==> config.mk <==
export PLATFORM = sky130hd
export DESIGN_NAME = scfl_queue
export DESIGN_NICKNAME = d
export VERILOG_FILES = /design/src/rtl/core/scfl_pkg.sv /design/src/rtl/core/scfl_queue.sv
export SDC_FILE = /design/constraint.sdc
export NUM_CORES = 1
export LEC_CHECK = 0
export ABC_AREA = 1
export CORE_MARGIN = 5
export CORE_UTILIZATION = 53
export CTS_CLUSTER_SIZE = 24
export DETAILED_ROUTE_END_ITERATION = 16
export DONT_BUFFER_PORTS = 1
export HOLD_SLACK_MARGIN = 0.1
export PLACE_DENSITY = 0.68
export SYNTH_ARGS = -nofsm -noshare
export SYNTH_HDL_FRONTEND = slang
export SYNTH_SLANG_ARGS = --single-unit
==> constraint.sdc <==
create_clock -name clk -period 3.6 [get_ports clk]
set_input_delay 0.18 -clock clk [delete_from_list [all_inputs] [get_ports clk]]
set_output_delay 0.18 -clock clk [all_outputs]
set_load 0.005 [all_outputs]
==> src/rtl/core/scfl_pkg.sv <==
// Package for the size-class free-list allocator.
// Holds default parameters, request/command types, status codes and back-part states.
package scfl_pkg;

    localparam int HEAP_BYTES_DEF    = 65536;
    localparam int POINTER_BYTES_DEF = 8;
    localparam int NUM_CLASSES_DEF   = 32;
    localparam int ADDR_W            = 16;
    localparam int SIZE_W            = 17;
    localparam int CLASS_W           = 6;

    localparam logic [1:0] ACT_ALLOC = 2'd0;
    localparam logic [1:0] ACT_FREE  = 2'd1;
    localparam logic [1:0] ACT_CLEAR = 2'd2;

    localparam logic [1:0] ST_OK    = 2'd0;
    localparam logic [1:0] ST_OOM   = 2'd1;
    localparam logic [1:0] ST_RANGE = 2'd2;
    localparam logic [1:0] ST_ZERO  = 2'd3;

    typedef enum logic [2:0] {
        CMD_NOP,
        CMD_ZALLOC,
        CMD_ALLOC,
        CMD_FREE,
        CMD_CLEAR,
        CMD_FAIL
    } cmd_t;

    typedef struct packed {
        cmd_t                cmd;
        logic [1:0]          status;
        logic [CLASS_W-1:0]  cls;
        logic [SIZE_W-1:0]   granted;
        logic [ADDR_W-1:0]   addr;
    } req_t;

    typedef enum logic [1:0] {
        BK_IDLE,
        BK_READ,
        BK_OUT
    } bk_state_t;

endpackage

==> src/rtl/core/scfl_queue.sv <==
// Two-entry request queue between the front and back parts.
// Depends on scfl_pkg.
module scfl_queue (
    input  logic            clk,
    input  logic            rst_n,
    input  logic            in_valid,
    output logic            in_ready,
    input  scfl_pkg::req_t  in_req,
    output logic            out_valid,
    input  logic            out_ready,
    output scfl_pkg::req_t  out_req
);
    import scfl_pkg::*;

    req_t       mem_reg [2];
    logic       wptr_reg, wptr_next, rptr_reg, rptr_next;
    logic [1:0] cnt_reg, cnt_next;
    logic       push, pop;

    assign in_ready  = (cnt_reg != 2'd2);
    assign out_valid = (cnt_reg != 2'd0);
    assign out_req   = mem_reg[rptr_reg];
    assign push      = in_valid && in_ready;
    assign pop       = out_valid && out_ready;

    always_comb
    begin
        wptr_next = wptr_reg ^ push;
        rptr_next = rptr_reg ^ pop;
        cnt_next  = cnt_reg + {1'b0, push} - {1'b0, pop};
    end

    always_ff @(posedge clk)
    begin
        if (push) begin
            mem_reg[wptr_reg] <= in_req;
        end
    end

    always_ff @(posedge clk or negedge rst_n)
    begin
        if (!rst_n) begin
            wptr_reg <= 1'b0;
            rptr_reg <= 1'b0;
            cnt_reg  <= 2'd0;
        end else begin
            wptr_reg <= wptr_next;
            rptr_reg <= rptr_next;
            cnt_reg  <= cnt_next;
        end
    end

endmodule

==> results of run 1 <==
[layout make-up]
cell class	count	area [µm²]	share of cell area, %
clock inverters	5	76.3	1.66
multi-input cells	150	1010	21.8
repair buffers	48	478	10.4
clock buffers	11	131	2.85
flip-flops and latches	92	2740	59.5
well taps	99	124	2.69
inverters	10	50.0	1.09
[layout by cell type (no fill, tap or decap)]
cell	n
edfxtp_1	88
nand2_1	60
dlygate4sd3_1	47
nand2_2	42
nand2_4	40
clkbuf_8	9
inv_1	8
dfrtp_1	3
bufinv_16	2
clkbuf_1	2
nor2_1	1
inv_2	1
o21ai_1	1
nor2_2	1
inv_12	1
nand3_1	1
xor2_1	1
nor2_4	1
ha_1	1
ha_2	1
clkinv_1	1
clkinv_2	1
clkinvlp_4	1
buf_4	1
dfrtp_2	1
[per-layer routing]
layer / part of all wire [%] / vias to the layer above / GRT usage (%)
li1: - / 966 / -
met4: 1.8 / 0 / 7.46
met1: 37 / 919 / 14.8
met3: 5.6 / 10 / 3.99
met5: 0 / - / 0
met2: 56 / 52 / 27.2
[worst max path at each step]
stage / to / depth (start not counted) / slack [ps] / startpoint
after CTS: out_req[1] / 3 / 1380 / rptr_reg$_DFF_PN0_
after global routing: out_req[43] / 3 / 1290 / rptr_reg$_DFF_PN0_
after detailed placement: mem_reg[0][27]$_DFFE_PP_ / 5 / 1530 / cnt_reg[0]$_DFF_PN0_
after global placement: mem_reg[0][27]$_DFFE_PP_ / 4 / 1580 / cnt_reg[1]$_DFF_PN0_
final: out_req[0] / 3 / 1470 / rptr_reg$_DFF_PN0_
after floorplan: mem_reg[1][0]$_DFFE_PP_ / 3 / 730 / cnt_reg[1]$_DFF_PN0_
[worst reg2reg max path, stage by stage (launching register included)]
cell     delay (ps)
dfrtp_1         400
inv_1            80
nand2_2          80
nand2_2         100
inv_2            70
ha_2            910
[power by group through the flow]
stage	registers (mW)	clock network, mW	logic [mW]
6_report	1.67	0.713	1.01
2_1_floorplan	1.60	0	1.00
3_5_place_dp	1.70	0	0.989
3_3_place_gp	1.69	0	0.970
5_1_grt	1.70	0.769	1.13
4_1_cts	1.68	0.736	1.04
[through the flow]
stage	area, µm²	instances	worst slack, ps	power [mW]
global placement	3930	352	1580	2.66
finish	4610	415	1470	3.39
floorplan	3910	261	726	2.60
detailed placement	3930	352	1530	2.69
global route	4610	415	1290	3.60
CTS	4610	415	1380	3.45
[repair_timing]
item,4_1_cts,5_1_grt
buffers inserted,0,0
setup endpoints to repair,0,0
hold buffers,47,0
hold endpoints to repair,94,0
[logic make-up after synthesis]
logic type | share of synthesized area (%)
XOR/XNOR | 0.224
buffers and inverters | 4.38
adder cells (fa/ha/maj) | 0.640
AND/OR/NAND/NOR | 24.5
flip-flops | 70.1
AO/OA/AOI/OAI | 0.128
==> flow_summary.toml, run 1 <==
[critical_path]
timing.rr.end = "mem_reg[0][33]$_DFFE_PP_"
critPathSlowestCell = "dfrtp_2"
critPathMaxFanout = 45
worstPathCellList = "inv_12, nand2_1, nand2_1"
r2r-start = "cnt_reg[0]$_DFF_PN0_"
cpLargestDelayFamily = "flip-flops"
worst_setup_path_start_kind = "flop"
max_stage_delay_ps = 980
worstPathRequired_ps = 3420
path_buf_inv = 1
rrSetupSlack_ps = 1560
cp.arrival_ps = 1950
r2r_cells = 5
critPathCaptureType = "output port"
path_common_cell = "nand2_1"
worstSetupPathType = "reg -> out"

[power]
p_switching_mw = 1.20
leakagePower_nw = 1.86
clockPowerShare_pct = 21.1
comb_power_share_pct = 29.7
p_per_area_nw_per_um2 = 735
internal_power_mw = 2.19
p_seq_share_pct = 49.2
peakVddDrop_mv = 0.491
switching_share_pct = 35.5

[sta]
maxSlewViolCount = 0
slew_headroom_pct = 26.7
hold_violations = 0
setup_tns_ps = 0
skew_ps = 5.95
max_freq_ghz = 0.469
min_period_over_period_pct = 59.3
setup_viol = 0
rsz0062_at_grt = "false"
worst_pin_slew_ps = 1100
finalHoldWorstSlack_ps = 124
fin_crit_ps = 2130

[die]
coreArea_um2 = 7210
start_util_pct = 54.2
die_x_um = 95.9
die-height_um = 95.9
dieArea_um2 = 9190
ioPinCount = 94
rows = 31

[finish]
largest_reg_flops = 88
fillCellCount = 549
antenna_cells = 0
syn2layout_area_growth_pct = 17.9
final_core_util_pct = 63.9
layout.nets = 361
drive_gt1_share_pct = 32.3

[detailed_routing]
wl_per_cell_um = 15.1
ant_nets = 0
vias_per_cell = 4.69
drtIter0Drc = 54
wl_um = 6280
drc = 0
dr.pass1.iters = 4
num_vias = 1947

[synthesis]
synth_top_area_share_pct = 67.6
netlist_area_um2 = 3910
synthTopCellsByArea = "edfxtp_1 (68%), nand2_4 (12%), nand2_2 (6.7%)"
async_flop_share_pct = 4.35
synthTopCellsByCount = "edfxtp_1 (88), nand2_1 (60), nand2_2 (42)"
synth_cell_types = 17
ys_ff_latch = 92
syn_avg_cell_area_um2 = 15.0
synthCells = 261
synth_edf_count = 88
yosysMostFrequentCell = "edfxtp_1"
synth_top_area_cell = "edfxtp_1"
synth_fp_nets = 311
yosys_warnings = 0
ys_seq_area_share_pct = 70.1
synth_top_flop_cell = "edfxtp_1"

[global_routing]
grt_pass1_wl_um = 9780
grt_usage_pct = 14.6
grt_max_degree = 46
antenna_found_initial = 0
grt_overflow = 0
grt_pass1_vias = 2082

[cts]
cts_sinks = 92
cts-resized-gates = 0
htree_levels = 3
ctsRootBufferMaster = "clkbuf_8"
tritoncts = "built"
cts_buffer_depth = 2
cts_made_buffers = 9
clk_latency_ps = 340
worst_setup_hold_path_clk_slew_ps = 80

[hold_path]
min_from = "in_valid"
holdCritPathClass = "in -> reg"
holdPathStages = 3
hold_end = "cnt_reg[1]$_DFF_PN0_"

[placement]
gp_congestion = 0.684
io_buffers = 0
post-dp-hpwl_um = 3880

[job]
max_cap_violations = 0

[outcome]
status = "complete, no violations"
Note: power is estimated with default switching activity, not from simulation.
==> run 2, diff against run 1 <==
Settings changed: ABC_AREA 1 to 0, PLACE_DENSITY 0.68 to 0.71.
Clock period 3.6 ns to 1.75 ns, I/O delays scaled along.
==> run 2 against run 1 <==
Net effect: first-iteration DRC count increased by 80%; total power increased by 89%; synthesized area is 13% lower; largest power group unchanged.
==> flow_summary.toml, run 2 <==
[outcome]
status = "complete, no violations"

[synthesis]
ys_seq_area_share_pct = 80.3
synth_fp_nets = 210
netlist_area_um2 = 3420
yosysMostFrequentCell = "edfxtp_1"
synth_top_flop_cell = "edfxtp_1"
synth_top_area_cell = "edfxtp_1"
synthTopCellsByCount = "edfxtp_1 (88), mux2_2 (44), buf_6 (4), dfrtp_1 (4)"
async_flop_share_pct = 4.35
synthCells = 160
synth_top_area_share_pct = 77.3
synth_cell_types = 20
ys_ff_latch = 92
yosys_warnings = 0
synth_edf_count = 88
syn_avg_cell_area_um2 = 21.4
synthTopCellsByArea = "edfxtp_1 (77%), mux2_2 (15%), dfrtp_1 (2.9%)"

[critical_path]
max_stage_delay_ps = 540
r2r_cells = 4
rrSetupSlack_ps = 140
critPathSlowestCell = "dfrtp_2"
critPathMaxFanout = 35
worstPathCellList = "buf_12, mux2_2"
path_buf_inv = 1
r2r-start = "cnt_reg[0]$_DFF_PN0_"
cp.arrival_ps = 1540
worstSetupPathType = "reg -> out"
timing.rr.end = "mem_reg[0][27]$_DFFE_PP_"
cpLargestDelayFamily = "flip-flops"
worstPathRequired_ps = 1660
worst_setup_path_start_kind = "flop"
critPathCaptureType = "output port"

[detailed_routing]
ant_nets = 0
wl_per_cell_um = 19.9
num_vias = 1588
vias_per_cell = 5.31
drtIter0Drc = 97
dr.pass1.iters = 4
drc = 0
wl_um = 5950

[sta]
hold_violations = 0
maxSlewViolCount = 0
setup_viol = 0
fin_crit_ps = 1630
max_freq_ghz = 0.614
min_period_over_period_pct = 93.0
skew_ps = 5.89
layout_setup_ws_ps = 122
setup_tns_ps = 0
slew_headroom_pct = 81.2
rsz0062_at_grt = "false"
worst_pin_slew_ps = 282

[finish]
layout_common_cells = "edfxtp_1 (88), dlygate4sd3_1 (48), mux2_2 (44), clkbuf_8 (9)"
layout.nets = 267
fillCellCount = 427
largest_reg_flops = 88
syn2layout_area_growth_pct = 24.3
antenna_cells = 0
drive_gt1_share_pct = 29.7
final_common_cell = "edfxtp_1"

[job]
max_cap_violations = 0

[cts]
clk_latency_ps = 350
cts_made_buffers = 9
tritoncts = "built"
worst_setup_hold_path_clk_slew_ps = 80
htree_levels = 3
cts_buffer_depth = 2
ctsRootBufferMaster = "clkbuf_8"
postCtsSetupRepairBufs = 0
cts_sinks = 92

[global_routing]
grt_max_degree = 45
grt_usage_pct = 15.1
grt_pass1_vias = 1779
antenna_found_initial = 0
grt_overflow = 0
grt_pass1_wl_um = 9400

[hold_path]
hold_end = "cnt_reg[1]$_DFF_PN0_"
holdPathStages = 3
min_from = "out_ready"
holdCritPathClass = "in -> reg"

[placement]
io_buffers = 0
pre_cts_slack_ps = 171
gp_congestion = 0.689
post-dp-hpwl_um = 3660

[die]
die_x_um = 90.3
die-height_um = 90.3
dieArea_um2 = 8150
coreArea_um2 = 6310
start_util_pct = 54.1
rows = 29
ioPinCount = 94

[power]
p_per_area_nw_per_um2 = 1510
peakVddDrop_mv = 1.19
leakagePower_nw = 1.44
run 2: changes by cell type after synthesis, moves of 2 or more:
cell     before  now
buf_4         4    0
nand2_2      42    0
buf_12        4    0
mux2_2        0   44
buf_6         1    4
xnor2_1       0    2
inv_1         8    2
nand2_4      40    0
nand2_1      60    1
run 2: final cells by class:
| type | instances | area (µm²) | share of cell area (%) |
|---|---|---|---|
| Timing Repair Buffer | 51 | 541 | 12.7 |
| Clock inverter | 7 | 115 | 2.71 |
| Tap cell | 77 | 96.3 | 2.27 |
| Clock buffer | 9 | 124 | 2.92 |
| Multi-Input combinational cell | 61 | 621 | 14.6 |
| Sequential cell | 92 | 2740 | 64.6 |
| Inverter | 2 | 7.51 | 0.177 |
run 2: repair_timing:
item / in CTS / in global routing
endpoints found under the setup margin: 0 / 0
hold endpoints to repair: 96 / 0
hold buffers: 48 / 0
resized for setup: 0 / 0
run 2: logic make-up (layout without fill, tap and decap cells):
kind of cell	Yosys count	after routing	share of synthesized area (%)
buf+inv	7	69	1.68
fa+ha+maj	2	2	0.732
flops	92	92	80.3
simple gates	9	9	1.39
xor+xnor	2	2	0.513
mux	44	44	14.5
compound gates	4	4	0.915
run 2: report_power, final:
| group | internal [mW] | switching (mW) | leakage [nW] |
|---|---|---|---|
| registers | 3.01 | 0.194 | 0.865 |
| clock network | 0.943 | 0.688 | 0.117 |
| logic | 0.759 | 0.810 | 0.462 |
| total | 4.71 | 1.69 | 1.44 |
run 2: stage by stage:
stage                     utilization, %  hold slack, ps  cells  power (mW)  instance area (µm²)
after floorplan                        -            -208    160        4.39                 3420
after global placement              55.9            -208    235        4.65                 3530
after detailed placement            55.9            -208    235        4.74                 3530
after CTS                           67.3             124    299        6.47                 4250
after global routing                67.3             147    299        6.72                 4250
final                               67.3             149    299        6.40                 4250
run 2: routing by layer:
| layer | GRT usage, % | share of wire (%) |
|---|---|---|
| met5 | 0 | 0 |
| met4 | 7.07 | 1.9 |
| met3 | 6.25 | 7.8 |
| met2 | 24.2 | 51 |
| met1 | 17.5 | 39 |
run 2: tightest hold or removal path, stage by stage:
cell     delay (ps)
a21bo_1         160
a32oi_1          70
xnor2_1         130
run 2: worst max path at each step:
stage	from	to	cells after the start
floorplan	cnt_reg[0]$_DFF_PN0_	mem_reg[0][0]$_DFFE_PP_	3
global placement	cnt_reg[0]$_DFF_PN0_	mem_reg[0][24]$_DFFE_PP_	4
detailed placement	cnt_reg[0]$_DFF_PN0_	mem_reg[0][28]$_DFFE_PP_	4
CTS	rptr_reg$_DFF_PN0_	out_req[3]	2
global route	rptr_reg$_DFF_PN0_	out_req[1]	2
finish	rptr_reg$_DFF_PN0_	out_req[35]	2
