File: src/rtl/core/scfl_pkg.sv
// Package for the size-class free-list allocator.
// Holds default parameters, request/command types, status codes and back-part states.
package scfl_pkg;

    localparam int HEAP_BYTES_DEF    = 65536;
    localparam int POINTER_BYTES_DEF = 8;
    localparam int NUM_CLASSES_DEF   = 32;
    localparam int ADDR_W            = 16;
    localparam int SIZE_W            = 17;
    localparam int CLASS_W           = 6;

    localparam logic [1:0] ACT_ALLOC = 2'd0;
    localparam logic [1:0] ACT_FREE  = 2'd1;
    localparam logic [1:0] ACT_CLEAR = 2'd2;

    localparam logic [1:0] ST_OK    = 2'd0;
    localparam logic [1:0] ST_OOM   = 2'd1;
    localparam logic [1:0] ST_RANGE = 2'd2;
    localparam logic [1:0] ST_ZERO  = 2'd3;

    typedef enum logic [2:0] {
        CMD_NOP,
        CMD_ZALLOC,
        CMD_ALLOC,
        CMD_FREE,
        CMD_CLEAR,
        CMD_FAIL
    } cmd_t;

    typedef struct packed {
        cmd_t                cmd;
        logic [1:0]          status;
        logic [CLASS_W-1:0]  cls;
        logic [SIZE_W-1:0]   granted;
        logic [ADDR_W-1:0]   addr;
    } req_t;

    typedef enum logic [1:0] {
        BK_IDLE,
        BK_READ,
        BK_OUT
    } bk_state_t;

endpackage

File: src/rtl/core/scfl_front.sv
// Front part: decodes a request and classifies its size into a size class.
// Depends on scfl_pkg.
module scfl_front #(
    parameter int HEAP_BYTES    = scfl_pkg::HEAP_BYTES_DEF,
    parameter int POINTER_BYTES = scfl_pkg::POINTER_BYTES_DEF,
    parameter int NUM_CLASSES   = scfl_pkg::NUM_CLASSES_DEF
) (
    input  logic [1:0]                      action,
    input  logic [scfl_pkg::SIZE_W-1:0]     size,
    input  logic [scfl_pkg::ADDR_W-1:0]     address,
    input  logic [scfl_pkg::ADDR_W-1:0]     heap_start,
    input  logic [scfl_pkg::SIZE_W-1:0]     eff_limit,
    output scfl_pkg::req_t                  req
);
    import scfl_pkg::*;

    localparam int CLS_AW = $clog2(NUM_CLASSES);

    logic [31:0]        cls_size [NUM_CLASSES];
    logic [NUM_CLASSES-1:0] fits;
    logic [CLASS_W-1:0] cls;
    logic               found;

    // Class sizes are constants: even classes double, odd ones sit halfway.
    for (genvar c = 0; c < NUM_CLASSES; c++) begin : g_cls
        localparam longint BASE = longint'(POINTER_BYTES) << (c / 2);
        localparam longint CS   = (c % 2 == 0) ? BASE : BASE + BASE / 2;
        assign cls_size[c] = (CS > longint'(HEAP_BYTES)) ? 32'hFFFF_FFFF : 32'(CS);
        assign fits[c] = (CS <= longint'(HEAP_BYTES)) && ({15'd0, size} <= 32'(CS));
    end

    always_comb
    begin
        found = 1'b0;
        cls   = '0;
        for (int c = NUM_CLASSES - 1; c >= 0; c--) begin
            if (fits[c]) begin
                found = 1'b1;
                cls   = CLASS_W'(c);
            end
        end
    end

    always_comb
    begin
        req.cmd     = CMD_NOP;
        req.status  = ST_OK;
        req.cls     = cls;
        req.granted = found ? SIZE_W'(cls_size[cls[CLS_AW-1:0]]) : {SIZE_W{1'b1}};
        req.addr    = address;
        unique case (action)
            ACT_ALLOC:
            begin
                if (size == '0) begin
                    req.cmd = CMD_ZALLOC;  req.status = ST_ZERO;  req.granted = '0;
                end else if (!found) begin
                    req.cmd = CMD_FAIL;    req.status = ST_OOM;
                end else begin
                    req.cmd = CMD_ALLOC;
                end
            end
            ACT_FREE:
            begin
                if (size == '0) begin
                    req.cmd = CMD_FAIL;    req.status = ST_ZERO;  req.granted = '0;
                end else if (!found || address < heap_start
                             || {1'b0, address} >= eff_limit) begin
                    req.cmd = CMD_FAIL;    req.status = ST_RANGE;
                end else begin
                    req.cmd = CMD_FREE;
                end
            end
            ACT_CLEAR:
            begin
                req.cmd = CMD_CLEAR;  req.granted = '0;
            end
            default:
            begin
                req.cmd = CMD_NOP;    req.granted = '0;
            end
        endcase
    end

endmodule

File: config.mk
export PLATFORM = sky130hd
export DESIGN_NAME = scfl_front
export DESIGN_NICKNAME = d
export VERILOG_FILES = /design/src/rtl/core/scfl_pkg.sv /design/src/rtl/core/scfl_front.sv
export SDC_FILE = /design/constraint.sdc
export NUM_CORES = 1
export LEC_CHECK = 0
export ABC_AREA = 0
export ABC_CLOCK_PERIOD_IN_PS = 2610
export BUFFER_PORTS_ARGS = -buffer_cell sky130_fd_sc_hd__buf_2
export CAP_MARGIN = 5
export CORE_ASPECT_RATIO = 1.25
export CORE_MARGIN = 2
export CORE_UTILIZATION = 44
export DETAILED_ROUTE_END_ITERATION = 6
export PLACE_DENSITY = 0.8
export SLEW_MARGIN = 40
export SYNTH_ARGS = -nofsm -noshare
export SYNTH_HDL_FRONTEND = slang
export SYNTH_SLANG_ARGS = --single-unit
File: constraint.sdc
create_clock -name vclk -period 2.61
set_input_delay 0.1305 -clock vclk [all_inputs]
set_output_delay 0.1305 -clock vclk [all_outputs]
set_load 0.05 [all_outputs]
==> impl_metrics.yaml, run 1 <==
worst_setup_path:
  cp_top_family: "compound AO/OA/AOI/OAI gates"
  crit_top_cell: "buf_6"
  worstPathMaxFanout: 4
  cp-end-kind: "output port"
  path_cells: "buf_6 -> buf_6 -> nor4_4 -> buf_4 -> nand3_2 -> a31o_1 -> a311oi_2 -> a221oi_4 -> o41ai_4 -> a31oi_4 -> a311oi_4 -> buf_6"
  start_kind: "primary input"
  slowest_stage: "o41ai_4"
  worstPathRequired_ns: 2.48
  arrival_ns: 3.10
  critical_path.max_stage_delay_ns: 0.52
  critical_path_buf_inv_count: 4
  crit_type: "primary input to output port"
timing:
  worstMarginPinSlew_ns: 0.4917
  fmax_ghz: 0.3100
  finalHoldViolations: 0
  finalSetupTns_ns: -7.257
  maxSlewHeadroom: 0.6700
  rsz0062_at_grt: "yes"
  maxSlewViolCount: 0
  min_period_over_period: 1.236
  min_period_ns: 3.226
  setup_viol: 21
  fin_ws_ns: -0.6155
route:
  antenna_left: 0
  vias: 3266
  viasPerCell: 5.885
  drc: 0
  drtIter0Drc: 221
  avgRoutedWirePerCell_um: 18.32
  dr.pass1.iters: 6
  routed_wl_mm: 10.17
global_routing:
  grt_remaining_overflow: 0
  grtUsageTotal: 0.3081
  grt_max_degree: 10
  antenna_found_initial: 0
  first_global_vias: 3179
  grt_pass1_wl_mm: 14.03
cells_and_area:
  clockBufferCount: 0
  post-route-util: 0.8524
  syn_to_final_growth_pct: 84.43
  drive_gt1_frac: 0.5798
  n_antenna_cell: 0
  seq_area_um2: 0
  nFillCells: 249
  nNetsFinal: 596
  seq_cells: 0
run_status:
  violations: "negative setup slack"
  status: "finished with violations"
pwr:
  cellPowerDensity_nw_per_um2: 200.1
  p_leak_nw: 1.991
  p_total_uw: 812.6
  vdd_drop_max_uv: 167.9
die:
  initial_utilization: 0.4622
  num_rows: 28
  io-pin-count: 112
  die-area_um2: 5590
  die_w_um: 67.28
  core_um2: 4765
  die_y_um: 83.10
logic_synthesis:
  yosysSeqAreaShare: 0
  synth_xor_xnor_area_share: 0.01193
  synth_nets: 420
  muxShareOfSynthArea: 0
  yosys.area_share.simple: 0.2875
  synth_top_family_by_area: "compound AO/OA/AOI/OAI gates"
  yosysUniqueCellTypes: 71
  ys.warnings.count: 0
  synth-compound-area-share: 0.3335
  yosys.area_share.adder: 0.1761
  synth_cells: 321
  syn-cell-area_um2: 2202
  synth.avg_cell_area_um2: 6.860
placement:
  dpl.hpwl_mm: 6.401
  port_buffers: 111
  gp_congestion: 0.9769
run:
  maxCapViolations: 0
worst_hold_path:
  hp-class: "primary input to output port"
## final cells by class
| class | count | area, µm² | area share |
|---|---|---|---|
| Inverter | 41 | 163.9 | 0.04036 |
| Multi-Input combinational cell | 246 | 2272 | 0.5595 |
| Tap cell | 60 | 75.07 | 0.01848 |
| Timing Repair Buffer | 208 | 1550 | 0.3817 |
## per-stage QoR
step,hold slack (ns),setup slack [ns],std cells,area (µm²)
after detailed placement,0.5703,-0.4600,535,3421
final,0.5711,-0.6155,555,4061
after floorplan,0.3247,-0.4086,321,2460
after global placement,0.5616,-0.4164,535,3421
after global routing,0.5756,-0.6888,555,4061
after CTS,0.5709,-0.2650,540,3757
## routing by layer
layer | global-route usage | up-vias | routed length, µm
met4 | 0.1577 | 0 | 845
met3 | 0.04743 | 69 | 860
met1 | 0.3061 | 1474 | 3298
met5 | 0 | - | 0
met2 | 0.5833 | 221 | 5164
li1 | - | 1502 | -
## power breakdown
part | switching (mW) | total (mW) | internal [mW]
clock | 0 | 0 | 0
sequential | 0 | 0 | 0
combinational | 0.475 | 0.813 | 0.337
total | 0.475 | 0.813 | 0.337
## repair_timing
| item | 4_1_cts | 5_1_grt |
|---|---|---|
| buffers inserted | 6 | 17 |
| hold buffers | 0 | 0 |
| gates resized for setup | 74 | 43 |
| endpoints found under the setup margin | 20 | 22 |
| pin swaps | 26 | 30 |
## Yosys cell counts, drive strengths merged (6+ instances only)
cell / number / share of area
buf: 27 / 0.098
nor4: 7 / 0.032
nand2b: 6 / 0.017
ha: 31 / 0.18
inv: 41 / 0.070
nor2: 31 / 0.054
or3: 9 / 0.031
nand3: 8 / 0.018
nand4: 6 / 0.017
or2: 7 / 0.020
a21oi: 18 / 0.044
a21o: 8 / 0.031
clkbuf: 7 / 0.021
o21ai: 20 / 0.047
nor3: 8 / 0.018
nand2: 18 / 0.031
## kinds of logic after synthesis
family,count (synthesis)
compound gates,97
simple gates,114
fa+ha+maj,31
other cells,1
buf+inv,75
xor+xnor,3
## worst paths after layout
kind	depth (start not counted)	slack (ns)	end	from
setup / recovery	12	-0.62	req[28]	size[3]
hold / removal	2	0.57	req[0]	address[0]
## cells in the final DEF, fill, tap and decap left out, types with 3 or more instances in the layout
cell and n:
o21ai_0 9, buf_4 80, nand2_1 14, o21ai_4 6, o21ai_1 4, nand3_1 5
nand2_2 3, o21a_1 3, nand4_1 6, or2_2 5, buf_2 85, ha_1 31
o211ai_1 4, a21o_1 7, inv_1 38, nor3_1 5, nand2b_1 6, nor2_1 26
nor2_4 3, nor4_4 5, a21oi_1 12, buf_6 33, or3_4 4, a21oi_4 4
or3_1 4, buf_8 7
Power figures use the tool's default switching activity.
==> inputs of run 2 (changes only) <==
--- a/config.mk
+++ b/config.mk
@@ -14,6 +14,7 @@
 export CORE_UTILIZATION = 44
 export DETAILED_ROUTE_END_ITERATION = 6
 export PLACE_DENSITY = 0.8
+export RECOVER_POWER = 50
 export SLEW_MARGIN = 40
 export SYNTH_ARGS = -nofsm -noshare
 export SYNTH_HDL_FRONTEND = slang
==> run 2 against run 1 <==
  * The flow still finishes with violations (negative setup slack)
  * Utilization decreased by 0.29 points
  * Die area stayed put
  * Critical path depth stayed put
  * Combinational power barely moved
  * Largest cell class unchanged
  * Hold slack improved by 0.018 ns
  * Cell area is 0.34% lower
  * Highest routed layer unchanged
  * Critical path type unchanged
  * Largest power group unchanged
  * Total power shrank 0.31%
==> impl_metrics.yaml, run 2 (synthesis gave the netlist of run 1 again) <==
pwr:
  p_total_uw: 810.1
  vdd_drop_max_uv: 168.3
  p_leak_nw: 1.960
  power_switching_uw: 475.6
  comb_power_share: 1.000
  clkPwrFrac: 0
  switching_share: 0.5870
  cellPowerDensity_nw_per_um2: 200.1
  p_seq_frac: 0
  intPower_uw: 334.6
global_routing:
  antenna_found_initial: 0
  grt_max_degree: 10
  grt_remaining_overflow: 0
  first_global_vias: 3179
  grt_pass1_wl_mm: 14.03
  grtUsageTotal: 0.3081
route:
  dr.pass1.iters: 5
  routed_wl_mm: 10.15
  vias: 3264
  drtIter0Drc: 221
  avgRoutedWirePerCell_um: 18.28
  antenna_left: 0
  viasPerCell: 5.881
  drc: 0
placement:
  port_buffers: 111
  place_area_um2: 3421
  dpl.hpwl_mm: 6.401
  place_worst_setup_slack_ns: -0.4600
  gp_congestion: 0.9769
  placed_cells: 535
die:
  initial_utilization: 0.4622
  core_um2: 4765
  io-pin-count: 112
  die_w_um: 67.28
  die-area_um2: 5590
  die_y_um: 83.10
  num_rows: 28
clock_network:
  cts.hold.buffers_added: 0
timing:
  fmax_ghz: 0.3097
  finalHoldViolations: 0
  fin_ws_ns: -0.6190
  min_period_over_period: 1.237
  rsz0062_at_grt: "yes"
  maxSlewHeadroom: 0.5970
  maxSlewViolCount: 0
  min_period_ns: 3.229
  setup_viol: 21
  fin_worst_hold_slack_ns: 0.5888
  worstMarginPinSlew_ns: 0.6070
cells_and_area:
  drive_gt1_frac: 0.5576
  nFillCells: 258
  seq_cells: 0
  layout_common_cells: "buf_4 (80), buf_2 (74), inv_1 (38)"
  nNetsFinal: 596
  n_antenna_cell: 0
  final_area_um2: 4048
  clockBufferCount: 0
  final_common_cell: "buf_4"
  finalNonFillerCells: 555
  syn_to_final_growth_pct: 83.81
  seq_area_um2: 0
worst_setup_path:
  arrival_ns: 3.10
  cp-end-kind: "output port"
  worstPathRequired_ns: 2.48
  crit_type: "primary input to output port"
  worstPathMaxFanout: 4
  start_kind: "primary input"
  path_cells: "buf_6 -> buf_6 -> nor4_4 -> buf_4 -> nand3_2 -> a31o_1 -> a311oi_2 -> a221oi_4 -> o41ai_4 -> a31oi_4 -> a311oi_4 -> buf_6"
  crit_top_cell: "buf_6"
  critical_path_buf_inv_count: 4
  cp_top_family: "compound AO/OA/AOI/OAI gates"
  slowest_stage: "o41ai_4"
  critical_path.max_stage_delay_ns: 0.53
run_status:
  status: "finished with violations"
  violations: "negative setup slack"
run:
  maxCapViolations: 0
worst_hold_path:
  hp-class: "primary input to output port"
run 2: cell type report:
type | count | area, µm² | share of cell area
multi-input combinational | 246 | 2272 | 0.5614
timing repair buffer | 208 | 1536 | 0.3796
inverter | 41 | 163.9 | 0.04049
tap | 60 | 75.07 | 0.01855
run 2: path summary, 6_finish.rpt:
| kind | startpoint | cells past startpoint | slack (ns) | endpoint |
|---|---|---|---|---|
| max | size[3] | 12 | -0.62 | req[28] |
| min | address[7] | 2 | 0.59 | req[7] |
run 2: metal layers:
layer,GRT usage,wire length [µm]
met1,0.3061,3295
met2,0.5833,5153
met3,0.04743,850
met4,0.1577,847
met5,0,0
run 2: power groups by stage:
| stage | registers [mW] | logic (mW) | clock network (mW) |
|---|---|---|---|
| after CTS | 0 | 0.727 | 0 |
| after global placement | 0 | 0.638 | 0 |
| after floorplan | 0 | 0.453 | 0 |
| after detailed placement | 0 | 0.654 | 0 |
| final | 0 | 0.810 | 0 |
| after global routing | 0 | 0.858 | 0 |
run 2: through the flow:
| stage | TNS (ns) | util |
|---|---|---|
| final | -7.276 | 0.8495 |
| after global routing | -8.339 | 0.8495 |
| after CTS | -3.155 | 0.7886 |
| after detailed placement | -6.251 | 0.7180 |
| after global placement | -5.570 | 0.7180 |
| after floorplan | -5.127 | - |
run 2: what timing repair did:
action                                  CTS  global route
resized for setup                        74            43
setup buffers                             6            17
endpoints found under the hold margin     0             0
endpoints found under the setup margin   20            22
pin swaps                                26            30
==> inputs of run 3 (changes only) <==
--- a/config.mk
+++ b/config.mk
@@ -13,7 +13,7 @@
 export CORE_MARGIN = 2
 export CORE_UTILIZATION = 44
 export DETAILED_ROUTE_END_ITERATION = 6
-export PLACE_DENSITY = 0.8
+export PLACE_DENSITY = 0.81
 export RECOVER_POWER = 50
 export SLEW_MARGIN = 40
 export SYNTH_ARGS = -nofsm -noshare
==> run 3 against run 2 <==
  * Largest cell class unchanged
  * Combinational power is 2% lower
  * Hold slack worse by 0.0025 ns
  * The flow still finishes with violations (negative setup slack)
  * Utilization is 2.0 points lower
  * Critical path type unchanged
  * Cell area is 2.3% lower
  * Sequential cell count stayed put
  * Critical path depth is 1 higher
  * Wire length is 2.6% higher
  * First-iteration DRC count is 24% higher
  * Final cell count is 0.54% lower
==> impl_metrics.yaml, run 3 (synthesis gave the netlist of run 1 again) <==
route:
  drc: 0
  avgRoutedWirePerCell_um: 18.86
  drtIter0Drc: 275
  dr.pass1.iters: 5
  antenna_left: 0
  viasPerCell: 6.058
  vias: 3344
  routed_wl_mm: 10.41
global_routing:
  grt_remaining_overflow: 0
  grtUsageTotal: 0.2981
  antenna_found_initial: 0
  grt_max_degree: 10
  first_global_vias: 3116
  grt_pass1_wl_mm: 13.58
worst_setup_path:
  slowest_stage: "or4_4"
  path_cells: "buf_6 -> or4_4 -> buf_6 -> o21ai_1 -> buf_4 -> nand3_1 -> nor3_1 -> o41a_1 -> buf_6 -> a21oi_4 -> a32oi_2 -> nand2_2 -> buf_6"
  critical_path_buf_inv_count: 5
  start_kind: "primary input"
  crit_type: "primary input to output port"
  critical_path.max_stage_delay_ns: 0.59
  worstPathRequired_ns: 2.48
  crit_top_cell: "buf_6"
  worstPathMaxFanout: 6
  cp_top_family: "simple AND/OR/NAND/NOR gates"
  cp-end-kind: "output port"
  arrival_ns: 2.90
placement:
  dpl.hpwl_mm: 6.272
  gp_congestion: 0.9378
  place_worst_setup_slack_ns: -0.4978
  port_buffers: 111
  place_area_um2: 3448
  placed_cells: 542
die:
  num_rows: 28
  core_um2: 4765
  io-pin-count: 112
  die_y_um: 83.10
  die-area_um2: 5590
  die_w_um: 67.28
  initial_utilization: 0.4622
worst_hold_path:
  hp-class: "primary input to output port"
  hold_end: "req[2]"
  hp-start: "address[2]"
  min_path_cells: 2
cells_and_area:
  nNetsFinal: 593
  seq_area_um2: 0
  final_common_cell: "buf_4"
  nFillCells: 281
  clockBufferCount: 0
  finalNonFillerCells: 552
  layout_common_cells: "buf_4 (83), buf_2 (71), inv_1 (38)"
  syn_to_final_growth_pct: 79.55
  n_antenna_cell: 0
  seq_cells: 0
  multiInputGateArea_um2: 2223
  final_area_um2: 3954
  drive_gt1_frac: 0.5528
clock_network:
  cts.hold.buffers_added: 0
timing:
  finalHoldViolations: 0
  maxSlewViolCount: 0
  min_period_over_period: 1.160
  fin_ws_ns: -0.4166
  setup_viol: 19
  worstMarginPinSlew_ns: 0.6141
  maxSlewHeadroom: 0.5923
  fmax_ghz: 0.3304
  min_period_ns: 3.027
  rsz0062_at_grt: "yes"
  finalSetupTns_ns: -5.332
run_status:
  status: "finished with violations"
  violations: "negative setup slack"
run:
  maxCapViolations: 0
pwr:
  p_total_uw: 794.2
  cellPowerDensity_nw_per_um2: 200.9
  vdd_drop_max_uv: 165.8
  p_leak_nw: 1.931
[run 3: what timing repair did]
| item | in CTS | in global routing |
|---|---|---|
| setup endpoints to repair | 21 | 22 |
| resized for setup | 75 | 35 |
| setup buffers | 7 | 4 |
| pin swaps | 31 | 16 |
[run 3: how the worst max path moves through the flow]
stage | from | end | slack (ns) | cells past startpoint
2_1_floorplan | size[0] | req[23] | -0.41 | 8
3_3_place_gp | size[0] | req[30] | -0.42 | 13
3_5_place_dp | size[0] | req[28] | -0.50 | 11
4_1_cts | size[3] | req[30] | -0.23 | 15
5_1_grt | size[11] | req[30] | -0.61 | 13
6_report | size[1] | req[22] | -0.42 | 13
[run 3: area by class of cell]
cell class         count  area share
well taps             60     0.01899
multi-input cells    246      0.5623
inverters             41     0.04082
repair buffers       205      0.3778
[run 3: layer usage]
metal,global-route usage,wire length (µm)
met2,0.5833,5296
met4,0.1058,757
met1,0.3074,3387
met5,0,0
met3,0.03252,971
[run 3: stage by stage]
step / util / hold slack, ns
floorplan: - / 0.3247
global placement: 0.7237 / 0.5620
detailed placement: 0.7237 / 0.5690
CTS: 0.7954 / 0.5690
global route: 0.8298 / 0.5976
finish: 0.8298 / 0.5863
[run 3: where the power goes]
group / switching, mW / total (mW) / leakage, nW / internal (mW)
clock: 0 / 0 / 0 / 0
sequential: 0 / 0 / 0 / 0
combinational: 0.467 / 0.794 / 1.93 / 0.328
total: 0.467 / 0.794 / 1.93 / 0.328
